File: src/sv/map_region_through_alignment_macros.svh
// ----------------------------------------------------------------------------
// Assertion macros for the alignment liftover block
// Clocked concurrent checks; define ASSERT_OFF to drop them all.
// ----------------------------------------------------------------------------
`ifndef MAP_REGION_THROUGH_ALIGNMENT_MACROS_SVH
`define MAP_REGION_THROUGH_ALIGNMENT_MACROS_SVH

`ifndef ASSERT_OFF

// Checked on every edge out of reset.
`define MRTA_ASSERT(lbl, prop, msg) \
  lbl: assert property (@(posedge clk_i) disable iff (!rst_ni) prop) else $error(msg);

// Checked on every edge, reset included.
`define MRTA_ASSERT_ALWAYS(lbl, prop, msg) \
  lbl: assert property (@(posedge clk_i) prop) else $error(msg);

`else

`define MRTA_ASSERT(lbl, prop, msg)
`define MRTA_ASSERT_ALWAYS(lbl, prop, msg)

`endif

`endif

File: src/sv/mrta_pkg.sv
// ----------------------------------------------------------------------------
// mrta_pkg
// Shared types and constants of the alignment liftover block.
// ----------------------------------------------------------------------------
package mrta_pkg;

  localparam int unsigned MAX_BLOCKS_DEF = 1024;

  localparam int unsigned POS_W = 32;   // coordinates
  localparam int unsigned IDX_W = 10;   // entry_index field
  localparam int unsigned CNT_W = 11;   // block_count register

  localparam int unsigned S_TDATA_W = 176;
  localparam int unsigned M_TDATA_W = 64;

  // APB register select, decoded from paddr[2]
  localparam logic REG_MINUS_STRAND = 1'b0;
  localparam logic REG_BLOCK_COUNT  = 1'b1;

  // input word kind (tuser)
  localparam logic KIND_LOAD = 1'b0;
  localparam logic KIND_MAP  = 1'b1;

  // one table entry, stored as a single RAM word
  typedef struct packed {
    logic [POS_W-1:0] len;
    logic [POS_W-1:0] qs;
    logic [POS_W-1:0] ts;
  } blk_entry_t;

  localparam int unsigned ENTRY_W = $bits(blk_entry_t);

  // controller -> datapath
  typedef struct packed {
    logic load_wr;    // write accepted load word into the table
    logic start_map;  // latch region, start scan for first end
    logic scan;       // scan in progress
    logic clamp;      // clamp offset and form mapped position
    logic next_end;   // restart scan for the last end
    logic load_out;   // move result into output register
  } ctrl_cmd_t;

  // datapath -> controller
  typedef struct packed {
    logic count_zero;
    logic hit;
    logic end_last;
    logic out_free;
  } dp_status_t;

endpackage

File: src/sv/mrta_ctrl.sv
// ----------------------------------------------------------------------------
// mrta_ctrl
// Sequencer: accept, scan per end, clamp, hand result to output register.
// ----------------------------------------------------------------------------
module mrta_ctrl (
  input  logic                   clk_i,
  input  logic                   rst_ni,
  input  logic                   in_valid_i,
  input  logic                   in_kind_i,
  output logic                   in_ready_o,
  input  mrta_pkg::dp_status_t   status_i,
  output mrta_pkg::ctrl_cmd_t    cmd_o
);

  typedef enum logic [3:0] {
    ST_IDLE  = 4'b0001,
    ST_SCAN  = 4'b0010,
    ST_CLAMP = 4'b0100,
    ST_OUT   = 4'b1000
  } state_e;

  state_e state_q, state_d;
  logic   accept;

  assign in_ready_o = (state_q == ST_IDLE);
  assign accept     = in_valid_i && in_ready_o;

  always_comb begin
    state_d = state_q;
    cmd_o   = '0;
    case (state_q)
      ST_IDLE: begin
        if (accept) begin
          if (in_kind_i == mrta_pkg::KIND_LOAD) begin
            cmd_o.load_wr = 1'b1;
          end else begin
            cmd_o.start_map = 1'b1;
            state_d = status_i.count_zero ? ST_OUT : ST_SCAN;
          end
        end
      end
      ST_SCAN: begin
        cmd_o.scan = 1'b1;
        if (status_i.hit) begin
          state_d = ST_CLAMP;
        end
      end
      ST_CLAMP: begin
        cmd_o.clamp = 1'b1;
        if (status_i.end_last) begin
          state_d = ST_OUT;
        end else begin
          cmd_o.next_end = 1'b1;
          state_d = ST_SCAN;
        end
      end
      ST_OUT: begin
        if (status_i.out_free) begin
          cmd_o.load_out = 1'b1;
          state_d = ST_IDLE;
        end
      end
      default: begin
        state_d = ST_IDLE;
      end
    endcase
  end

  always_ff @(posedge clk_i or negedge rst_ni) begin
    if (!rst_ni) begin
      state_q <= ST_IDLE;
    end else begin
      state_q <= state_d;
    end
  end

endmodule

File: config.mk
export PLATFORM = sky130hd
export DESIGN_NAME = mrta_ctrl
export DESIGN_NICKNAME = d
export VERILOG_FILES = /design/src/sv/map_region_through_alignment_macros.svh /design/src/sv/mrta_pkg.sv /design/src/sv/mrta_ctrl.sv
export SDC_FILE = /design/constraint.sdc
export NUM_CORES = 1
export LEC_CHECK = 0
export BUFFER_PORTS_ARGS = -buffer_cell sky130_fd_sc_hd__buf_4
export CORE_AREA = 2 2 39 41
export CTS_CLUSTER_SIZE = 14
export DETAILED_ROUTE_END_ITERATION = 12
export DIE_AREA = 0 0 41 43
export PLACE_DENSITY = 0.45
export SLEW_MARGIN = 30
export SYNTH_ARGS = -nofsm -noshare
export SYNTH_HDL_FRONTEND = slang
export SYNTH_SLANG_ARGS = --single-unit
File: constraint.sdc
create_clock -name clk_i -period 2.5 [get_ports clk_i]
set_input_delay 0.125 -clock clk_i [delete_from_list [all_inputs] [get_ports clk_i]]
set_output_delay 0.125 -clock clk_i [all_outputs]
set_load 0.02 [all_outputs]
# Word-level counts from Yosys, hierarchy flattened
# Cells that the tools add are included.
# op_classes
n_eq_ne,8
muxes,16
reduce_logical,2
# op_table
cell,count
$mux W4,6
$pmux W4 S4,1
$mux W1,6
$mux W2,3
$ne A2 B2 Y1 const B,3
$eq A4 B1 Y1 const B,1
$eq A4 B2 Y1 const B,1
$eq A4 B3 Y1 const B,1
$eq A4 B4 Y1 const B,1
$reduce_and A4 Y1,1
$ne A2 B1 Y1 const B,1
$logic_and A1 B1 Y1,1
# word_totals
register_bits,4
inputBits,8
output_inout_bits,7
word_cells,27

# Logic depth before layout (Yosys ltp)
# Gate-level depths: netlist (run 1).
# logic_depth
ltp_word,4
ltp_mapped,4
mapped_depth_nobuf,3

# Worst setup path before layout (run 1)
# No wires, ideal clock.
# synth_path
path_type,register to output
start,register state_q[0]
end,output port cmd_o[5] (netlist bit)
arrival_time_ns,1.459
required_ns,2.375
path_slack_ns,0.916
stages_incl_launch_ff,4
path_buffers,1
cell_sequence,dfstp_2 > buf_6 > or4b_4 > nor3b_2
# synth_lines
element,line,text
"start, declared",mrta_ctrl.sv:22,"state_e state_q, state_d;"
"start signal, assigned",mrta_ctrl.sv:73,state_q <= state_d;
"end, declared",mrta_ctrl.sv:12,output mrta_pkg::ctrl_cmd_t cmd_o

==> flow_metrics.env, run 1 <==
export IMPL_rrSetupSlack_ns=1.09
export IMPL_final_common_cell="buf_4"
export IMPL_synthAdderAreaFrac_pct=0
export IMPL_reg_largest_list="state_q (4)"
export IMPL_fin_cells=66
export IMPL_via_count=302
export IMPL_dr_wl_met2_um=329
export IMPL_post_cts_buffers=0
export IMPL_final_cell_mix="buf_4 (14), inv_1 (4), nor2_1 (3), clkbuf_4 (3), dfrtp_1 (3)"
export IMPL_hold_ws_ns=0.0892
export IMPL_finish_net_count=59
export IMPL_first_global_vias=285
export IMPL_cap_viol_max_count=0
export IMPL_path_class="reg -> out"
export IMPL_dpl_instance_area_um2=402
export IMPL_ant_nets=0
export IMPL_power_leakage_nw=0.203
export IMPL_fp_dieW_um=41
export IMPL_synth_area_mux_share_pct=0
export IMPL_clock_power_share_pct=29.6
export IMPL_internal_power_w=0.000201
export IMPL_syn_area_um2=288
export IMPL_drive_gt1_share_pct=46.0
export IMPL_synth_simple_gate_area_share_pct=37.8
export IMPL_drt_wl_total_um=694
export IMPL_core_um2=1380
export IMPL_grt_pass1_wl_um=1210
export IMPL_r2r_cells=3
export IMPL_drc=0
export IMPL_yosysSeqAreaShare_pct=35.2
export IMPL_min_from="status_i[2]"
export IMPL_cp_required_ns=2.38
export IMPL_synth_xor_area_share_pct=0
export IMPL_fin_area_um2=438
export IMPL_row_count=14
export IMPL_syn_to_final_growth_pct=52.2
export IMPL_cts_hold_buf=1
export IMPL_grt_ovfl_total=0
export IMPL_firstDrtPassIters=4
export IMPL_cp_arrival_ns=1.69
export IMPL_rsz0062_at_grt="no"
export IMPL_hp_class="in -> reg"
export IMPL_crit_start="state_q[0]"
export IMPL_met3_length_um=69
export IMPL_grt_usage_pct=10.4
export IMPL_min_path_cells=2
export IMPL_synthCells=32
export IMPL_worstReg2RegEnd="state_q[0]"
export IMPL_fin_crit_ns=1.81
export IMPL_dp_cells=61
export IMPL_clockRootBuffer="clkbuf_4"
export IMPL_syn_nets=40
export IMPL_dp_final_hpwl_um=549
export IMPL_die_y_um=43
export IMPL_pwr_share_seq_pct=32.4
export IMPL_cts_sinks=4
export IMPL_clockBufferDepth=2
export IMPL_slew_headroom_pct=74.9
export IMPL_critPathCaptureType="output port"
export IMPL_grt_max_degree=10
export IMPL_p_per_area_nw_per_um2=702
export IMPL_fin_skew_ns=0.00305
export IMPL_clk_pin_slew_worst_paths_ns=0.04
export IMPL_fin_tns_setup_ns=0
export IMPL_cts_max_level=1
export IMPL_wire_per_inst_um=10.5
export IMPL_fill_cells=157
export IMPL_initial_core_util_pct=20.8
export IMPL_synth_top_family_by_area="simple AND/OR/NAND/NOR gates"
export IMPL_power_w=0.000307
export IMPL_fmax_ghz=0.551
export IMPL_finalHoldViolCount=0
export IMPL_vias_per_cell=4.58
export IMPL_ios=15
export IMPL_pwr_share_comb_pct=38.0
export IMPL_regMostFlops="state_q"
export IMPL_status="completed"
export IMPL_cts_tree="done"
export IMPL_worstMarginPinSlew_ns=0.375
export IMPL_hold_end="state_q[1]"
export IMPL_ctsResizeCount=0
export IMPL_clk_latency_ns=0.24
export IMPL_die_area_um2=1760
export IMPL_portBuffers=14
export IMPL_synth_area_per_cell_um2=8.99
export IMPL_gp_congestion=0.698
export IMPL_largest_reg_flops=4
export IMPL_diodes=0
export IMPL_peakVddDrop_mv=0.372
export IMPL_r2r_start="state_q[0]"
export IMPL_antenna_found_initial=0
export IMPL_slew_violations=0
export IMPL_crit_path_max_fanout=9
export IMPL_p_switching_w=0.000106
export IMPL_drtIter0Drc=3
export IMPL_synth_warnings=0
export IMPL_cts_made_buffers=3
export IMPL_synth_compound_area_share_pct=17.8
export IMPL_top_layer="met3"
export IMPL_ys_types=22
export IMPL_ys_ff_latch=4
export IMPL_switching_share_pct=34.7
export IMPL_post_route_period_util_pct=72.6
export IMPL_setup_violations=0
export IMPL_cp_start_kind="flop"
export IMPL_m1WireLength_um=295
## cells in the mapped netlist, drive strengths merged
cell type	n	area, um2
a22oi	1	7.51
and2	1	6.26
a2bb2oi	1	8.76
nor3	1	5.00
nand2	2	7.51
nor4	1	6.26
nand2b	2	12.5
dfstp	1	26.3
o21ai	1	5.00
or3	1	6.26
buf	1	11.3
nor4b	1	15.0
o22ai	2	12.5
a211o	1	10.0
nor3b	1	12.5
dfrtp	3	75.1
or4b	1	13.8
inv	4	15.0
nor2b	1	6.26
nor2	4	17.5
a211oi	1	7.51
## per-layer routing
| metal | track usage (%) | vias up |
|---|---|---|
| met3 | 6.81 | 0 |
| met4 | 2.00 | 0 |
| met5 | 0 | - |
| met1 | 13.3 | 137 |
| met2 | 14.4 | 12 |
| li1 | - | 153 |
## through the flow
stage,utilization (%),setup WS [ns]
final,31.6,0.686
after global routing,31.6,0.622
after floorplan,-,0.916
after detailed placement,29.0,0.945
after global placement,29.0,0.949
after CTS,31.6,0.685
## area by class of cell
cell class                 instances  area (um2)  area share (%)
tap                               16        20.0            4.57
inverter                           4        15.0            3.43
timing repair buffer              15         115            26.3
sequential                         4         101            23.1
clock buffer                       4        26.3            6.00
multi-input combinational         23         160            36.6
## worst max-delay path, stage by stage (launching register included)
cell     delay (ns)
dfstp_2        0.61
or4b_4         0.50
nor3b_2        0.18
buf_4          0.16
## kinds of logic after synthesis
kind of cell	Yosys count
buf+inv	5
flops	4
compound gates	7
simple gates	16
## how the worst max path moves through the flow
stage,endpoint,depth (start not counted)
after detailed placement,cmd_o[5],3
after global placement,cmd_o[5],3
after floorplan,cmd_o[5],3
final,cmd_o[5],3
after CTS,cmd_o[5],3
after global routing,cmd_o[5],3
## power by group through the flow
stage	clock, W	sequential (W)	combinational (W)
2_1_floorplan	0	0.0000884	0.0000910
3_3_place_gp	0	0.0000992	0.000118
3_5_place_dp	0	0.0000994	0.000117
4_1_cts	0.0000951	0.0000987	0.000119
5_1_grt	0.000104	0.000103	0.000127
6_report	0.0000911	0.0000995	0.000117
Power figures use the tool's default switching activity.
==> run 2, diff against run 1 <==
--- a/config.mk
+++ b/config.mk
@@ -10,7 +10,7 @@
 export CTS_CLUSTER_SIZE = 14
 export DETAILED_ROUTE_END_ITERATION = 12
 export DIE_AREA = 0 0 41 43
-export PLACE_DENSITY = 0.45
+export PLACE_DENSITY = 0.47
 export SLEW_MARGIN = 30
 export SYNTH_ARGS = -nofsm -noshare
 export SYNTH_HDL_FRONTEND = slang
==> constraint.sdc (replaced) <==
create_clock -name clk_i -period 1.5 [get_ports clk_i]
set_input_delay 0.075 -clock clk_i [delete_from_list [all_inputs] [get_ports clk_i]]
set_output_delay 0.075 -clock clk_i [all_outputs]
set_load 0.02 [all_outputs]
==> run 2 against run 1 <==
The run now ends with negative setup slack left. Die area did not move. Clock-buffer cell count did not move. Wire length rose by 5.9%. Utilization rose by 4.8 points. First-iteration DRC count fell by 33%. Via count rose by 4.6%. Sequential cell count did not move. Cell count rose by 7.6%. Setup slack got worse by 0.81 ns. Hold slack got worse by 0.040 ns. Global-route usage fell by 1.1 points. Clock power rose by 60%.
==> flow_metrics.env, run 2 (synthesized netlist as in run 1, its figures left out) <==
export IMPL_final_common_cell="buf_4"
export IMPL_dp_cells=64
export IMPL_grt_max_degree=9
export IMPL_portBuffers=14
export IMPL_drt_wl_total_um=735
export IMPL_fin_crit_ns=1.62
export IMPL_cts_max_level=1
export IMPL_fin_cells=71
export IMPL_clk_latency_ns=0.23
export IMPL_ant_nets=0
export IMPL_via_count=316
export IMPL_core_um2=1380
export IMPL_dp_final_hpwl_um=540
export IMPL_violations="negative setup slack"
export IMPL_firstDrtPassIters=4
export IMPL_drive_gt1_share_pct=60.0
export IMPL_cap_viol_max_count=0
export IMPL_fin_tns_setup_ns=-0.328
export IMPL_first_global_vias=262
export IMPL_cp_required_ns=1.42
export IMPL_drtIter0Drc=2
export IMPL_multiInputGateArea_um2=184
export IMPL_power_leakage_nw=0.230
export IMPL_slew_violations=0
export IMPL_cpMaxStageDelayCell="dfstp_2"
export IMPL_rsz0062_at_grt="yes"
export IMPL_grt_usage_pct=9.26
export IMPL_antenna_found_initial=0
export IMPL_fmax_ghz=0.616
export IMPL_cts_sinks=4
export IMPL_diodes=0
export IMPL_cp_arrival_ns=1.55
export IMPL_worstMarginPinSlew_ns=0.290
export IMPL_fp_dieW_um=41
export IMPL_fin_skew_ns=0.00231
export IMPL_status="complete, but fails checks"
export IMPL_cp_start_kind="flop"
export IMPL_initial_core_util_pct=20.8
export IMPL_setup_violations=3
export IMPL_ios=15
export IMPL_peakVddDrop_mv=0.547
export IMPL_crit_path_max_fanout=3
export IMPL_syn_to_final_growth_pct=75.2
export IMPL_max_stage_delay_ns=0.51
export IMPL_cts_made_buffers=3
export IMPL_clk_pin_slew_worst_paths_ns=0.04
export IMPL_cts_tree="done"
export IMPL_setup_ws_ns=-0.124
export IMPL_finish_net_count=64
export IMPL_p_per_area_nw_per_um2=1160
export IMPL_fin_area_um2=504
export IMPL_wire_per_inst_um=10.4
export IMPL_die_y_um=43
export IMPL_rrSetupSlack_ns=0.21
export IMPL_largest_reg_flops=4
export IMPL_dpl_instance_area_um2=424
export IMPL_cp_cell_sequence="or4b_4 -> nor3b_2 -> buf_4"
export IMPL_reg_largest_list="state_q (4)"
export IMPL_vias_per_cell=4.45
export IMPL_regMostFlops="state_q"
export IMPL_finalHoldViolCount=0
export IMPL_die_area_um2=1760
export IMPL_grt_pass1_wl_um=1040
export IMPL_fill_cells=142
export IMPL_hold_ws_ns=0.0493
export IMPL_ff_latch_area_um2=103
export IMPL_post_route_period_util_pct=108
export IMPL_final_cell_mix="buf_4 (18), inv_1 (3), clkbuf_4 (3)"
export IMPL_critPathCaptureType="output port"
export IMPL_row_count=14
export IMPL_clockRootBuffer="clkbuf_4"
export IMPL_hp_class="in -> reg"
export IMPL_dpl_worst_slack_ns=0.0941
export IMPL_grt_ovfl_total=0
export IMPL_slew_headroom_pct=80.6
export IMPL_gp_congestion=0.691
export IMPL_path_class="reg -> out"
export IMPL_clockBufferDepth=2
export IMPL_drc=0
==> run 2: worst paths after layout <==
check / from / endpoint / cells after the start
max reg2reg: state_q[0] / state_q[0] / 3
max in group asynchronous: rst_ni / state_q[0] / 2
max: state_q[0] / cmd_o[5] / 3
min in group asynchronous: rst_ni / state_q[1] / 2
min: status_i[2] / state_q[1] / 2
min reg2reg: state_q[2] / state_q[1] / 2
==> run 2: per-stage QoR <==
step | power (W) | utilization [%]
floorplan | 0.000299 | -
global placement | 0.000386 | 30.7
detailed placement | 0.000386 | 30.7
global route | 0.000632 | 36.4
finish | 0.000583 | 36.4
CTS | 0.000573 | 34.2
==> run 2: cell type report <==
| type | count | area share, % |
|---|---|---|
| Timing Repair Buffer | 20 | 31.0 |
| Sequential cell | 4 | 20.3 |
| Multi-Input combinational cell | 23 | 36.5 |
| Inverter | 4 | 2.98 |
| Tap cell | 16 | 3.97 |
| Clock buffer | 4 | 5.21 |
==> run 2: what timing repair did <==
action | CTS | global route
gates resized for setup | 3 | 4
pin swaps | 1 | 1
setup endpoints to repair | 4 | 5
hold buffers | 1 | 0
endpoints found under the hold margin | 4 | 0
buffers inserted | 1 | 1
==> run 2: metal layers <==
layer	vias up	part of all wire, %	global-route usage (%)
met1	141	44	11.4
met4	0	0	6.00
li1	162	-	-
met5	-	0	0
met3	0	7.3	4.71
met2	13	49	12.2
==> run 2: worst max-delay path, delay by kind of cell, from the launching register on <==
| family | cells | cell delay [ns] |
|---|---|---|
| AND/OR/NAND/NOR | 2 | 0.64 |
| flip-flops | 1 | 0.51 |
| buffers and inverters | 1 | 0.16 |
==> run 2: report_power, final <==
| part | switching, W | internal, W | leakage [nW] | total [W] |
|---|---|---|---|---|
| Combinational | 0.000141 | 0.000157 | 0.166 | 0.000298 |
| Clock | 0.0000457 | 0.0000999 | 0.0150 | 0.000146 |
| Sequential | 0.00000908 | 0.000130 | 0.0497 | 0.000139 |
| Total | 0.000196 | 0.000388 | 0.230 | 0.000583 |
